$ cat src/hw/rtl/rmbe_pkg.sv
// rmbe_pkg: shared types, codes and the rotation helper for the blit expander
// no dependencies; imported by all rmbe modules
package rmbe_pkg;

    // operation code carried by a request
    typedef enum logic {
        OP_WINDOW = 1'b0,
        OP_PIXEL  = 1'b1
    } t_op;

    // clockwise quarter turns
    typedef enum logic [1:0] {
        ROT_0   = 2'd0,
        ROT_90  = 2'd1,
        ROT_180 = 2'd2,
        ROT_270 = 2'd3
    } t_rot;

    // configuration register indexes
    typedef enum logic [2:0] {
        CFG_FG_COLOR    = 3'd0,
        CFG_BG_COLOR    = 3'd1,
        CFG_ROTATION    = 3'd2,
        CFG_VIRT_WIDTH  = 3'd3,
        CFG_VIRT_HEIGHT = 3'd4
    } t_cfg_idx;

    localparam int CFG_IDX_W  = 3;
    localparam int CFG_DATA_W = 16;

    // one request as held in the input register
    typedef struct packed {
        t_op         op;
        logic [9:0]  win_x;
        logic [9:0]  win_y;
        logic [10:0] win_w;
        logic [10:0] win_h;
        logic        pix_bit;
    } t_req;

    // one response as held in the result register
    typedef struct packed {
        logic        win_error;
        logic [9:0]  corner_x0;
        logic [9:0]  corner_y0;
        logic [9:0]  corner_x1;
        logic [9:0]  corner_y1;
        logic [19:0] pixel_index;
        logic [15:0] pixel_color;
        logic        pixel_write;
        logic        last_pixel;
    } t_rsp;

    // blit state kept between requests
    typedef struct packed {
        logic [10:0] blit_w;
        logic [10:0] blit_h;
        logic [9:0]  src_col;
        logic [10:0] src_row;
        logic [19:0] pixel_seq;
        logic        window_bad;
        logic        buffered;
    } t_blit_state;

    // window decode result
    typedef struct packed {
        logic        bad;
        logic [9:0]  x0;
        logic [9:0]  y0;
        logic [9:0]  x1;
        logic [9:0]  y1;
        logic [10:0] blit_w;
        logic [10:0] blit_h;
        logic        buffered;
    } t_win_res;

    // pixel decode result
    typedef struct packed {
        logic        active;
        logic [19:0] index;
        logic [15:0] color;
        logic        write;
        logic        last;
        logic [9:0]  n_col;
        logic [10:0] n_row;
        logic [19:0] n_seq;
    } t_pix_res;

    typedef struct packed {
        logic [10:0] rx;
        logic [10:0] ry;
    } t_point;

    // rotate (x, y) inside a w-by-h area, x < w and y < h
    function automatic t_point rot_point(input t_rot rot, input logic [10:0] x,
                                         input logic [10:0] y, input logic [10:0] w,
                                         input logic [10:0] h);
        t_point p;
        unique case (rot)
            ROT_90: begin
                p.rx = y;
                p.ry = w - x - 11'd1;
            end
            ROT_180: begin
                p.rx = w - x - 11'd1;
                p.ry = h - y - 11'd1;
            end
            ROT_270: begin
                p.rx = h - y - 11'd1;
                p.ry = x;
            end
            default: begin
                p.rx = x;
                p.ry = y;
            end
        endcase
        return p;
    endfunction

endpackage

$ cat src/hw/rtl/rmbe_req_if.sv
// rmbe_req_if: request channel of the blit expander, valid/ready plus payload
// no dependencies
interface rmbe_req_if;
    logic        valid;
    logic        ready;
    logic        op;
    logic [9:0]  win_x;
    logic [9:0]  win_y;
    logic [10:0] win_w;
    logic [10:0] win_h;
    logic        pix_bit;

    modport source (output valid, op, win_x, win_y, win_w, win_h, pix_bit, input ready);
    modport sink   (input valid, op, win_x, win_y, win_w, win_h, pix_bit, output ready);
endinterface

$ cat src/hw/rtl/rmbe_rsp_if.sv
// rmbe_rsp_if: response channel of the blit expander, valid/ready plus payload
// no dependencies
interface rmbe_rsp_if;
    logic        valid;
    logic        ready;
    logic        win_error;
    logic [9:0]  corner_x0;
    logic [9:0]  corner_y0;
    logic [9:0]  corner_x1;
    logic [9:0]  corner_y1;
    logic [19:0] pixel_index;
    logic [15:0] pixel_color;
    logic        pixel_write;
    logic        last_pixel;

    modport source (output valid, win_error, corner_x0, corner_y0, corner_x1, corner_y1,
                    pixel_index, pixel_color, pixel_write, last_pixel, input ready);
    modport sink   (input valid, win_error, corner_x0, corner_y0, corner_x1, corner_y1,
                    pixel_index, pixel_color, pixel_write, last_pixel, output ready);
endinterface

$ cat src/hw/rtl/rmbe_win_map.sv
// rmbe_win_map: window clip check, corner rotation and blit size decode
// depends on rmbe_pkg
module rmbe_win_map #(
    parameter int BUF_PIXELS = 512,
    parameter int MAX_RES    = 1024
) (
    input  rmbe_pkg::t_req     i_req,
    input  rmbe_pkg::t_rot     i_rot,
    input  logic [10:0]        i_virt_w,
    input  logic [10:0]        i_virt_h,
    output rmbe_pkg::t_win_res o_res
);
    import rmbe_pkg::*;

    localparam logic [12:0] MaxResV = 13'(MAX_RES);
    localparam logic [21:0] BufPixV = 22'(BUF_PIXELS);

    logic        size_bad;
    logic        bad;
    logic [11:0] x_end;
    logic [11:0] y_end;
    t_point      pa;
    t_point      pb;
    logic [10:0] lo_x, hi_x, lo_y, hi_y;
    logic [10:0] bw, bh;
    logic [21:0] area;

    // size and bounds check
    always_comb begin
        size_bad = (i_req.win_w == 11'd0) || (i_req.win_h == 11'd0) ||
                   ({2'b00, i_req.win_w} > MaxResV) || ({2'b00, i_req.win_h} > MaxResV);
        x_end    = {2'b00, i_req.win_x} + {1'b0, i_req.win_w} - 12'd1;
        y_end    = {2'b00, i_req.win_y} + {1'b0, i_req.win_h} - 12'd1;
        bad      = size_bad || (x_end >= {1'b0, i_virt_w}) || (y_end >= {1'b0, i_virt_h});
    end

    // rotate both corners through the virtual area and order them
    always_comb begin
        pa   = rot_point(i_rot, {1'b0, i_req.win_x}, {1'b0, i_req.win_y}, i_virt_w, i_virt_h);
        pb   = rot_point(i_rot, x_end[10:0], y_end[10:0], i_virt_w, i_virt_h);
        lo_x = (pa.rx > pb.rx) ? pb.rx : pa.rx;
        hi_x = (pa.rx > pb.rx) ? pa.rx : pb.rx;
        lo_y = (pa.ry > pb.ry) ? pb.ry : pa.ry;
        hi_y = (pa.ry > pb.ry) ? pa.ry : pb.ry;
    end

    // stored blit size and buffer fit
    always_comb begin
        bw   = size_bad ? 11'd0 : i_req.win_w;
        bh   = size_bad ? 11'd0 : i_req.win_h;
        area = bw * bh;
    end

    always_comb begin
        o_res.bad      = bad;
        o_res.x0       = bad ? 10'd0 : lo_x[9:0];
        o_res.y0       = bad ? 10'd0 : lo_y[9:0];
        o_res.x1       = bad ? 10'd0 : hi_x[9:0];
        o_res.y1       = bad ? 10'd0 : hi_y[9:0];
        o_res.blit_w   = bw;
        o_res.blit_h   = bh;
        o_res.buffered = (area <= BufPixV);
    end

endmodule

$ cat src/hw/rtl/rmbe_pix_map.sv
// rmbe_pix_map: color expansion, rotated buffer index and pixel counter step
// depends on rmbe_pkg
module rmbe_pix_map (
    input  logic                  i_bit,
    input  logic [15:0]           i_fg,
    input  logic [15:0]           i_bg,
    input  rmbe_pkg::t_rot        i_rot,
    input  rmbe_pkg::t_blit_state i_st,
    output rmbe_pkg::t_pix_res    o_res
);
    import rmbe_pkg::*;

    logic        active;
    t_point      p;
    logic [10:0] stride;
    logic [21:0] buf_idx;
    logic [10:0] col_inc;
    logic [10:0] row_inc;

    // position inside the rotated w-by-h buffer
    always_comb begin
        active  = (i_st.blit_w != 11'd0) && (i_st.src_row < i_st.blit_h);
        p       = rot_point(i_rot, {1'b0, i_st.src_col}, i_st.src_row,
                            i_st.blit_w, i_st.blit_h);
        stride  = i_rot[0] ? i_st.blit_h : i_st.blit_w;
        buf_idx = (p.ry * stride) + 22'(p.rx);
        col_inc = {1'b0, i_st.src_col} + 11'd1;
        row_inc = i_st.src_row + 11'd1;
    end

    // result fields, zero for a surplus pixel
    always_comb begin
        o_res.active = active;
        o_res.index  = '0;
        o_res.color  = '0;
        o_res.write  = 1'b0;
        o_res.last   = 1'b0;
        if (active) begin
            o_res.index = i_st.buffered ? buf_idx[19:0] : i_st.pixel_seq;
            o_res.color = i_bit ? i_fg : i_bg;
            o_res.write = i_st.buffered || !i_st.window_bad;
            o_res.last  = (col_inc == i_st.blit_w) && (row_inc == i_st.blit_h);
        end
    end

    // raster counter step
    always_comb begin
        o_res.n_seq = i_st.pixel_seq + 20'd1;
        if (col_inc >= i_st.blit_w) begin
            o_res.n_col = '0;
            o_res.n_row = row_inc;
        end else begin
            o_res.n_col = col_inc[9:0];
            o_res.n_row = i_st.src_row;
        end
    end

endmodule

$ cat src/hw/rtl/rotated_mono_blit_expander.sv
// Usage
// Requests arrive on i_req (valid/ready). A window request (op 0) carries
// win_x, win_y, win_w, win_h; a pixel request (op 1) carries one glyph bit.
// Every request yields exactly one response on o_rsp (valid/ready): a window
// response gives win_error and the ordered, rotated corners; a pixel response
// gives pixel_index, pixel_color, pixel_write and last_pixel.
// The input register feeds the decode, which loads the result register once
// that register is free; the response is then valid on o_rsp.
// Throughput is one request per cycle while the receiver does not stall;
// a pixel request needs one 11x11 multiply and the counter step, a window
// request the clip compares, the corner rotation and one 11x11 multiply, all
// between the input and result registers.
// When the receiver stalls, the result register holds and the input register
// still takes one more request; after that i_req.ready falls until the
// response is taken.
// Reset (synchronous, active low) empties both registers, clears the blit
// state and restores the color, rotation and resolution registers. Write the
// configuration port (i_cfg_we, i_cfg_idx, i_cfg_data) only while idle.
// Depends on rmbe_pkg, rmbe_req_if, rmbe_rsp_if, rmbe_win_map, rmbe_pix_map.
module rotated_mono_blit_expander #(
    parameter int BUF_PIXELS = 512,
    parameter int MAX_RES    = 1024
) (
    input  logic                                i_clk,
    input  logic                                i_rst_n,
    input  logic                                i_cfg_we,
    input  logic [rmbe_pkg::CFG_IDX_W-1:0]      i_cfg_idx,
    input  logic [rmbe_pkg::CFG_DATA_W-1:0]     i_cfg_data,
    rmbe_req_if.sink                            i_req,
    rmbe_rsp_if.source                          o_rsp
);
    import rmbe_pkg::*;

    logic [15:0] r_fg_color;
    logic [15:0] r_bg_color;
    t_rot        r_rotation;
    logic [10:0] r_virt_w;
    logic [10:0] r_virt_h;

    logic        r_in_vld;
    t_req        r_in;
    logic        r_out_vld;
    t_rsp        r_out;
    t_blit_state r_st;
    t_blit_state n_st;
    t_rsp        n_out;

    logic        advance;
    logic        req_take;
    t_win_res    win_res;
    t_pix_res    pix_res;

    // configuration registers
    always_ff @(posedge i_clk) begin
        if (!i_rst_n) begin
            r_fg_color <= 16'hFFFF;
            r_bg_color <= 16'h0000;
            r_rotation <= ROT_0;
            r_virt_w   <= 11'd320;
            r_virt_h   <= 11'd240;
        end else if (i_cfg_we) begin
            unique case (i_cfg_idx)
                CFG_FG_COLOR:    r_fg_color <= i_cfg_data;
                CFG_BG_COLOR:    r_bg_color <= i_cfg_data;
                CFG_ROTATION:    r_rotation <= t_rot'(i_cfg_data[1:0]);
                CFG_VIRT_WIDTH:  r_virt_w   <= i_cfg_data[10:0];
                CFG_VIRT_HEIGHT: r_virt_h   <= i_cfg_data[10:0];
                default: ;
            endcase
        end
    end

    // handshake: the input register moves on when the result register is free
    assign advance     = r_in_vld && (!r_out_vld || o_rsp.ready);
    assign i_req.ready = i_rst_n && (!r_in_vld || advance);
    assign req_take    = i_req.valid && i_req.ready;

    // input register
    always_ff @(posedge i_clk) begin
        if (!i_rst_n) begin
            r_in_vld <= 1'b0;
        end else if (req_take) begin
            r_in_vld <= 1'b1;
        end else if (advance) begin
            r_in_vld <= 1'b0;
        end
    end

    always_ff @(posedge i_clk) begin
        if (req_take) begin
            r_in.op      <= t_op'(i_req.op);
            r_in.win_x   <= i_req.win_x;
            r_in.win_y   <= i_req.win_y;
            r_in.win_w   <= i_req.win_w;
            r_in.win_h   <= i_req.win_h;
            r_in.pix_bit <= i_req.pix_bit;
        end
    end

    rmbe_win_map #(
        .BUF_PIXELS (BUF_PIXELS),
        .MAX_RES    (MAX_RES)
    ) u_win_map (
        .i_req    (r_in),
        .i_rot    (r_rotation),
        .i_virt_w (r_virt_w),
        .i_virt_h (r_virt_h),
        .o_res    (win_res)
    );

    rmbe_pix_map u_pix_map (
        .i_bit (r_in.pix_bit),
        .i_fg  (r_fg_color),
        .i_bg  (r_bg_color),
        .i_rot (r_rotation),
        .i_st  (r_st),
        .o_res (pix_res)
    );

    // response and next blit state
    always_comb begin
        n_out = '0;
        n_st  = r_st;
        if (r_in.op == OP_WINDOW) begin
            n_out.win_error = win_res.bad;
            n_out.corner_x0 = win_res.x0;
            n_out.corner_y0 = win_res.y0;
            n_out.corner_x1 = win_res.x1;
            n_out.corner_y1 = win_res.y1;
            n_st.blit_w     = win_res.blit_w;
            n_st.blit_h     = win_res.blit_h;
            n_st.src_col    = '0;
            n_st.src_row    = '0;
            n_st.pixel_seq  = '0;
            n_st.window_bad = win_res.bad;
            n_st.buffered   = win_res.buffered;
        end else begin
            n_out.pixel_index = pix_res.index;
            n_out.pixel_color = pix_res.color;
            n_out.pixel_write = pix_res.write;
            n_out.last_pixel  = pix_res.last;
            if (pix_res.active) begin
                n_st.src_col   = pix_res.n_col;
                n_st.src_row   = pix_res.n_row;
                n_st.pixel_seq = pix_res.n_seq;
            end
        end
    end

    // blit state
    always_ff @(posedge i_clk) begin
        if (!i_rst_n) begin
            r_st <= '0;
        end else if (advance) begin
            r_st <= n_st;
        end
    end

    // result register
    always_ff @(posedge i_clk) begin
        if (!i_rst_n) begin
            r_out_vld <= 1'b0;
        end else if (advance) begin
            r_out_vld <= 1'b1;
        end else if (o_rsp.ready) begin
            r_out_vld <= 1'b0;
        end
    end

    always_ff @(posedge i_clk) begin
        if (advance) begin
            r_out <= n_out;
        end
    end

    assign o_rsp.valid       = r_out_vld;
    assign o_rsp.win_error   = r_out.win_error;
    assign o_rsp.corner_x0   = r_out.corner_x0;
    assign o_rsp.corner_y0   = r_out.corner_y0;
    assign o_rsp.corner_x1   = r_out.corner_x1;
    assign o_rsp.corner_y1   = r_out.corner_y1;
    assign o_rsp.pixel_index = r_out.pixel_index;
    assign o_rsp.pixel_color = r_out.pixel_color;
    assign o_rsp.pixel_write = r_out.pixel_write;
    assign o_rsp.last_pixel  = r_out.last_pixel;

`ifndef NO_ASSERTIONS
    // blit width and height are zeroed together
    a_size_pair: assert property (@(posedge i_clk) disable iff (!i_rst_n)
        (r_st.blit_w == 11'd0) |-> (r_st.blit_h == 11'd0))
        else $error("blit width zero with nonzero height");

    // the row counter never passes the blit height
    a_row_bound: assert property (@(posedge i_clk) disable iff (!i_rst_n)
        r_st.src_row <= r_st.blit_h)
        else $error("source row beyond blit height");

    // the column counter stays inside the blit width
    a_col_bound: assert property (@(posedge i_clk) disable iff (!i_rst_n)
        (r_st.blit_w != 11'd0) |-> ({1'b0, r_st.src_col} < r_st.blit_w))
        else $error("source column beyond blit width");

    // a request leaving the input register shows up as a response
    a_advance_out: assert property (@(posedge i_clk) disable iff (!i_rst_n)
        advance |=> r_out_vld)
        else $error("advanced request lost");
`endif

endmodule
$ cat src/flat_wrapper.sv
// flat-port wrapper written by rule: the top's interface ports become plain ports
module rotated_mono_blit_expander_flat import rmbe_pkg::*;
#(
    parameter int BUF_PIXELS = 512,
    parameter int MAX_RES    = 1024
)
  (i_clk, i_rst_n, i_cfg_we, i_cfg_idx, i_cfg_data, i_req_valid, i_req_op, i_req_win_x, i_req_win_y, i_req_win_w, i_req_win_h, i_req_pix_bit, i_req_ready, o_rsp_valid, o_rsp_win_error, o_rsp_corner_x0, o_rsp_corner_y0, o_rsp_corner_x1, o_rsp_corner_y1, o_rsp_pixel_index, o_rsp_pixel_color, o_rsp_pixel_write, o_rsp_last_pixel, o_rsp_ready);
  rmbe_req_if i_req_i ();
  rmbe_rsp_if o_rsp_i ();
  input  logic i_clk;
  input  logic i_rst_n;
  input  logic i_cfg_we;
  input  logic [rmbe_pkg::CFG_IDX_W-1:0] i_cfg_idx;
  input  logic [rmbe_pkg::CFG_DATA_W-1:0] i_cfg_data;
  input wire logic [$bits(i_req_i.valid)-1:0] i_req_valid;
  input wire logic [$bits(i_req_i.op)-1:0] i_req_op;
  input wire logic [$bits(i_req_i.win_x)-1:0] i_req_win_x;
  input wire logic [$bits(i_req_i.win_y)-1:0] i_req_win_y;
  input wire logic [$bits(i_req_i.win_w)-1:0] i_req_win_w;
  input wire logic [$bits(i_req_i.win_h)-1:0] i_req_win_h;
  input wire logic [$bits(i_req_i.pix_bit)-1:0] i_req_pix_bit;
  output wire logic [$bits(i_req_i.ready)-1:0] i_req_ready;
  output wire logic [$bits(o_rsp_i.valid)-1:0] o_rsp_valid;
  output wire logic [$bits(o_rsp_i.win_error)-1:0] o_rsp_win_error;
  output wire logic [$bits(o_rsp_i.corner_x0)-1:0] o_rsp_corner_x0;
  output wire logic [$bits(o_rsp_i.corner_y0)-1:0] o_rsp_corner_y0;
  output wire logic [$bits(o_rsp_i.corner_x1)-1:0] o_rsp_corner_x1;
  output wire logic [$bits(o_rsp_i.corner_y1)-1:0] o_rsp_corner_y1;
  output wire logic [$bits(o_rsp_i.pixel_index)-1:0] o_rsp_pixel_index;
  output wire logic [$bits(o_rsp_i.pixel_color)-1:0] o_rsp_pixel_color;
  output wire logic [$bits(o_rsp_i.pixel_write)-1:0] o_rsp_pixel_write;
  output wire logic [$bits(o_rsp_i.last_pixel)-1:0] o_rsp_last_pixel;
  input wire logic [$bits(o_rsp_i.ready)-1:0] o_rsp_ready;
  assign i_req_i.valid = i_req_valid;
  assign i_req_i.op = i_req_op;
  assign i_req_i.win_x = i_req_win_x;
  assign i_req_i.win_y = i_req_win_y;
  assign i_req_i.win_w = i_req_win_w;
  assign i_req_i.win_h = i_req_win_h;
  assign i_req_i.pix_bit = i_req_pix_bit;
  assign i_req_ready = i_req_i.ready;
  assign o_rsp_valid = o_rsp_i.valid;
  assign o_rsp_win_error = o_rsp_i.win_error;
  assign o_rsp_corner_x0 = o_rsp_i.corner_x0;
  assign o_rsp_corner_y0 = o_rsp_i.corner_y0;
  assign o_rsp_corner_x1 = o_rsp_i.corner_x1;
  assign o_rsp_corner_y1 = o_rsp_i.corner_y1;
  assign o_rsp_pixel_index = o_rsp_i.pixel_index;
  assign o_rsp_pixel_color = o_rsp_i.pixel_color;
  assign o_rsp_pixel_write = o_rsp_i.pixel_write;
  assign o_rsp_last_pixel = o_rsp_i.last_pixel;
  assign o_rsp_i.ready = o_rsp_ready;
  rotated_mono_blit_expander #(.BUF_PIXELS(BUF_PIXELS), .MAX_RES(MAX_RES)) u_core (.i_clk(i_clk), .i_rst_n(i_rst_n), .i_cfg_we(i_cfg_we), .i_cfg_idx(i_cfg_idx), .i_cfg_data(i_cfg_data), .i_req(i_req_i), .o_rsp(o_rsp_i));
endmodule
$ cat config.mk
export PLATFORM = sky130hd
export DESIGN_NAME = rotated_mono_blit_expander_flat
export DESIGN_NICKNAME = d
export VERILOG_FILES = /design/src/hw/rtl/rmbe_pkg.sv /design/src/hw/rtl/rmbe_req_if.sv /design/src/hw/rtl/rmbe_rsp_if.sv /design/src/hw/rtl/rmbe_win_map.sv /design/src/hw/rtl/rmbe_pix_map.sv /design/src/hw/rtl/rotated_mono_blit_expander.sv /design/src/flat_wrapper.sv
export SDC_FILE = /design/constraint.sdc
export NUM_CORES = 1
export LEC_CHECK = 0
export ABC_AREA = 1
export BUFFER_PORTS_ARGS = -buffer_cell sky130_fd_sc_hd__buf_2
export CAP_MARGIN = 20
export CORE_MARGIN = 3
export CORE_UTILIZATION = 45
export DETAILED_ROUTE_END_ITERATION = 10
export HOLD_SLACK_MARGIN = 0.1
export PLACE_DENSITY = 0.64
export SLEW_MARGIN = 15
export SYNTH_ARGS = -nofsm -noshare
export SYNTH_HDL_FRONTEND = slang
export SYNTH_SLANG_ARGS = --single-unit
$ cat constraint.sdc
create_clock -name i_clk -period 18.1 [get_ports i_clk]
set_input_delay 0.905 -clock i_clk [delete_from_list [all_inputs] [get_ports i_clk]]
set_output_delay 0.905 -clock i_clk [all_outputs]
set_load 0.02 [all_outputs]
Word level (Yosys, flattened, before mapping)
Index checks and enable logic that the tools add are counted.
Word-level totals
  flip-flop bits (word level): 246
  bits of input ports: 68
  output and inout port bits: 81
  word-level logic and storage cells: 123
Operators by class
  add/subtract/negate cells: 20
  $mul: 2
  $lt $le $gt $ge: 9
  equal/unequal tests: 11
  muxes and demuxes: 19
  bitwise logic cells: 1
  reduce and logical (&&, ||, !) cells: 32
Operator list (count)
  $pmux 22 s3: 3
  $mux 41: 2
  $sub 11x1->11 const B: 6
  $mux 10: 4
  $mux 11: 3
  $sub 11x10->11: 3
  $sub 11x11->11: 3
  $add 10x11->12: 2
  $ge 12x11->1: 2
  $sub 12x1->12 const B: 2
  $eq 11x11->1: 2
  $gt 11x11->1: 2
  $gt 11x11->1 const B: 2
  $le 22x10->1 const B: 1
  $logic_not 11->1: 2
  $mul 11x11->22: 1
  $mux 21: 1
  $add 20x1->20 const B: 1
  $add 20x11->20: 1
  $mul 11x11->20: 1
  $mux 20: 1
  $mux 16: 1
  $reduce_and 2->1: 8
  $add 10x1->11 const B: 1
  other kinds (19): 39

Longest topological paths before layout
  depth in word-level cells: 7
  depth in mapped cells: 37

Modules after synthesis
Synthesis repeated with hierarchy kept, for this count alone.
Unflattened totals
  cell total of the unflattened synthesis: 4117
  area, all modules: 28514.8 um2
Modules (own cells, without submodules)
  rmbe_win_map: instances 1, cells each 1846, area an instance 10921.7 um2, sequential area each 0.0 um2
  rotated_mono_blit_expander: instances 1, cells each 1117, area an instance 9804.4 um2, sequential area each 6155.9 um2
  rmbe_pix_map: instances 1, cells each 1154, area an instance 7788.7 um2, sequential area each 0.0 um2

Worst setup path after synthesis
OpenSTA, ideal clock, no wires.
  path kind: reg2reg
  start point: register u_core.r_st[22] in the netlist's numbering
  end point: register u_core.r_out (netlist bit u_core.o_rsp.pixel_index[16]), data pin
  setup time: 0.256 ns
  data arrival time: 6.163 ns
  required time: 17.844 ns
  setup slack: 11.681 ns
  cell stages (with the launch flop): 36
  buffers on the path: 0
  cells stage by stage: dfxtp_1 -> inv_1 -> ha_1 -> inv_1 -> fa_1 -> inv_1 -> a31oi_1 -> xor2_1 -> o22ai_1 -> a21oi_1 -> nand2_1 -> o21ai_0 -> inv_1 -> nand2_1 -> fa_1 -> inv_1 -> fa_1 -> fa_1 -> inv_1 -> fa_1 -> inv_1 -> fa_1 -> ha_1 -> a21oi_1 -> o21a_1 -> nand2_1 -> a21boi_0 -> o21ai_0 -> nand2_1 -> nand2_1 -> nand2_1 -> nand2_1 -> nand2_1 -> nand3_1 -> o211ai_1 -> inv_1
On the way
  word-level cells in the longest chain between the ends: 6
Ends and longest elaborated chain
  start: declaration: line rotated_mono_blit_expander.sv:44  | t_blit_state r_st;
  start signal: assignment: line rotated_mono_blit_expander.sv:155  | r_st <= n_st;
  $sub 11x11->11: line rmbe_pkg.sv:106, rmbe_pkg.sv:109
  $sub 11x1->11: line rmbe_pkg.sv:106, rmbe_pkg.sv:109
  $pmux 22 s3: line rmbe_pkg.sv:99  | unique case (rot)
  $mul 11x11->20: line rmbe_pix_map.sv:26  | buf_idx = (p.ry * stride) + 22'(p.rx);
  $add 20x11->20: line rmbe_pix_map.sv:26
  $mux 20: line rmbe_pix_map.sv:39  | o_res.index = i_st.buffered ? buf_idx[19:0] : i_st.pixel_seq;
  end signal: assignment: line rotated_mono_blit_expander.sv:172  | r_out <= n_out;
  end: declaration: line rotated_mono_blit_expander.sv:43  | t_rsp r_out;
Several ways; a longest one is shown, not always the timed one.
A chain may end at the register's enable or synchronous reset.

Worst setup path after layout
  start point: register u_core.r_rotation[1]
  end point: register u_core.r_out (netlist bit u_core.o_rsp.pixel_index[19]), data pin
On the way
  word-level cells in the longest chain between the ends: 5
Ends and longest elaborated chain
  start: declaration: line rotated_mono_blit_expander.sv:36  | t_rot r_rotation;
  start signal: assignment: line rotated_mono_blit_expander.sv:65  | CFG_ROTATION: r_rotation <= t_rot'(i_cfg_data[1:0]);
  $eq 2x2->1 or $eq 2x1->1 (tied branches): line rmbe_pkg.sv:99
  $pmux 22 s3 (*): line rmbe_pkg.sv:99
  $mul 11x11->20: line rmbe_pix_map.sv:26
  $add 20x11->20 (*): line rmbe_pix_map.sv:26
  $mux 20 (*): line rmbe_pix_map.sv:39
Mark *: on every way between the ends. The rest lies on a longest branch, timed or not.

==> summary.txt <==
Clock network
  • Setup Buffers After CTS: 0
  • CTS tree: yes
  • Max H-tree Level: 1
  • CTS clk-pin slew, worst paths: 0.07 ns
  • Clock sink count: 246
  • CTS resizes: 0
  • TritonCTS buffer count: 28
  • CTS root buffer: clkbuf_16
  • CTS Buffer Depth: 3
  • Later-pin clock latency in the skew report: 0.59 ns
  • Hold buffers post-CTS: 0

Global routing
  • Largest net degree at the start of global routing: 81
  • First-pass GRT wire length: 120000 µm
  • Vias in the first global route: 21400
  • Gr ovfl total: 0
  • Initial antenna violation count: 0
  • Total GRT Usage: 25.6%

Worst setup path
  • WP data arrival: 7.93 ns
  • CP Launch Type: register
  • Critical path class: reg2reg
  • Slowest cell on crit path: dfxtp_1
  • Critical path's largest stage delay: 0.67 ns
  • Cell mode on critical path: inv_1
  • Worst-path maximum fanout: 24
  • Worst setup EP type: register
  • Worst EP required: 18.44 ns

Yosys
  • #FFs+latches synth: 246
  • Synth Net Count: 3821
  • Post-Synthesis Cells: 3296
  • Post-synth EDFFs: 123
  • Syn Area/Cell: 7.73 µm²
  • Post-synthesis cell type count: 58
  • Post-synth ARST share: 0%
  • Post-synth top flop: edfxtp_1
  • Sequential share of the synthesized area: 24.2%
  • Post-Syn Area: 0.0255 mm²
  • Synth warn: 0

STA
  • Endpoints failing setup: 0
  • RSZ-0062 raised after global routing: no
  • Slew @ Worst Pin: 1.11 ns
  • Hold WS: 0.481 ns
  • Layout Skew: 0.0267 ns
  • Fin. Hold Viols: 0
  • Fin worst setup slack: 10.50 ns
  • Final period util: 42.0%
  • Slew Viols, Final: 0
  • Rel. slew slack: 25.6%
  • Fmax: 132 MHz
  • Fin crit period: 7.60 ns
  • Setup TNS: 0 ns

Final layout
  • Util after Layout: 50.3%
  • Fill cells: 5572
  • Fraction of layout cells with a size suffix above 1: 9.31%
  • Ant. Diodes: 0
  • Fin area: 0.0279 mm²
  • Most common cell after layout, fill and taps aside: nand2_1
  • Net count reported at finish: 3930
  • P&R area growth vs syn: 9.57%
  • Most frequent cells in the layout: nand2_1, inv_1, nor2_1

Drt
  • Detailed Route Iter0 Violations: 1984
  • Wire per inst: 18.6 µm
  • Vias per cell: 5.45
  • DR DRC count: 0
  • Via count: 22800
  • DRT Pass-1 Iters: 5
  • Drt total wl: 77600 µm
  • Post-DRT Antenna Nets: 0

Min path
  • Worst hold path class: reg2reg

Place
  • Final HPWL DP: 62800 µm
  • GP Congestion: 0.971
  • Port Buffers: 148
  • Dpl cell area: 0.0269 mm²
  • Setup WS pre-CTS: 10.64 ns

Outcome
  • Status: complete, no violations

Pwr
  • LEAKAGE: 13.2 nW
  • Clock power frac: 35.5%
  • Switching pwr: 0.617 mW
  • Max VDD drop: 0.0701 mV
  • Part of the power in registers: 35.5%
  • Total internal power: 1.13 mW
  • Combinational power share: 29.0%
  • Sw Share: 35.4%
  • PwrDens: 62.5 mW/mm²

Flow run
  • Max Cap Viol: 0

Die
  • Die Width: 244 µm
  • Starting Density: 45.9%
  • Die area: 0.0595 mm²
  • CORE AREA: 0.0555 mm²
  • Rows: 86
  • Die height: 244 µm
  • I/O pins: 149
cells in the mapped netlist (67+ instances only):
master	number	share of area [%]
a21oi_1	193	3.8
clkbuf_1	67	0.99
dfxtp_1	123	9.7
edfxtp_1	123	15
fa_1	178	14
ha_1	279	14
inv_1	574	8.5
nand2_1	636	9.4
nand3_1	121	2.4
nor2_1	303	4.5
o21ai_0	170	3.3
xor2_1	73	2.5
final cells by class:
| type | instances | area (µm²) | area share [%] |
|---|---|---|---|
| Multi-Input combinational cell | 2362 | 16700 | 59.8 |
| Inverter | 598 | 2250 | 8.06 |
| Timing Repair Buffer | 169 | 898 | 3.22 |
| Tap cell | 748 | 936 | 3.35 |
| Clock inverter | 21 | 236 | 0.847 |
| Clock buffer | 31 | 753 | 2.70 |
| Sequential cell | 246 | 6160 | 22.1 |
path summary, 6_finish.rpt:
kind | startpoint | endpoint | slack [ns] | cells after the start
worst max-delay path | u_core.r_rotation[1] | u_core.o_rsp.pixel_index[19] | 10.50 | 29
worst min-delay path | u_core.r_st[0] | u_core.r_st[0] | 0.48 | 2
worst max register to register | u_core.r_rotation[1] | u_core.o_rsp.pixel_index[19] | 10.50 | 29
worst min register to register | u_core.r_st[0] | u_core.r_st[0] | 0.48 | 2
stage by stage:
stage	total power [mW]	instances
after floorplan	0.985	3296
after global placement	1.13	4123
after detailed placement	1.13	4123
after CTS	1.75	4175
after global routing	1.83	4175
final	1.74	4175
power groups by stage:
stage               Clock, mW  Combinational [mW]  Sequential (mW)
finish                  0.619               0.507            0.618
global route            0.648               0.566            0.620
CTS                     0.628               0.501            0.618
detailed placement          0               0.498            0.630
global placement            0               0.496            0.630
floorplan                   0               0.352            0.633
layer usage:
layer,up-vias,track usage [%],share of wire (%)
met5,-,0,0
met4,0,7.90,3.6
met3,141,3.83,7.7
met2,897,41.5,46
met1,10700,35.5,43
li1,11000,-,-
registers in the layout (all words and copies together), names as in the netlist:
| register | cells |
|---|---|
| u_core.r_st | 65 |
| u_core.r_in_vld | 1 |
| u_core.r_virt_w | 11 |
| u_core.r_fg_color | 16 |
| u_core.o_rsp.corner_x1 | 10 |
| u_core.o_rsp.corner_y0 | 10 |
| u_core.o_rsp.pixel_index | 20 |
| u_core.r_virt_h | 11 |
| u_core.r_in | 44 |
| u_core.o_rsp.valid | 1 |
| u_core.o_rsp.last_pixel | 1 |
| u_core.r_rotation | 2 |
| u_core.o_rsp.pixel_color | 16 |
| u_core.o_rsp.win_error | 1 |
| u_core.r_bg_color | 16 |
| u_core.o_rsp.corner_x0 | 10 |
| u_core.o_rsp.pixel_write | 1 |
| u_core.o_rsp.corner_y1 | 10 |
kinds of logic after synthesis:
| logic type | synth area share (%) |
|---|---|
| and+or+nand+nor | 19.6 |
| buffers and inverters | 10.4 |
| xor gates and xnor gates | 3.85 |
| AOI/OAI and AO/OA | 14.3 |
| DFF | 24.2 |
| adders and majority gates | 27.7 |
critical path, delay by kind of cell (launching register included):
family / cells / cell delay, ns
fa+ha+maj: 6 / 2.63
compound gates: 6 / 1.53
buf+inv: 8 / 1.51
simple gates: 9 / 1.00
flops: 1 / 0.67
Power figures use the tool's default switching activity.
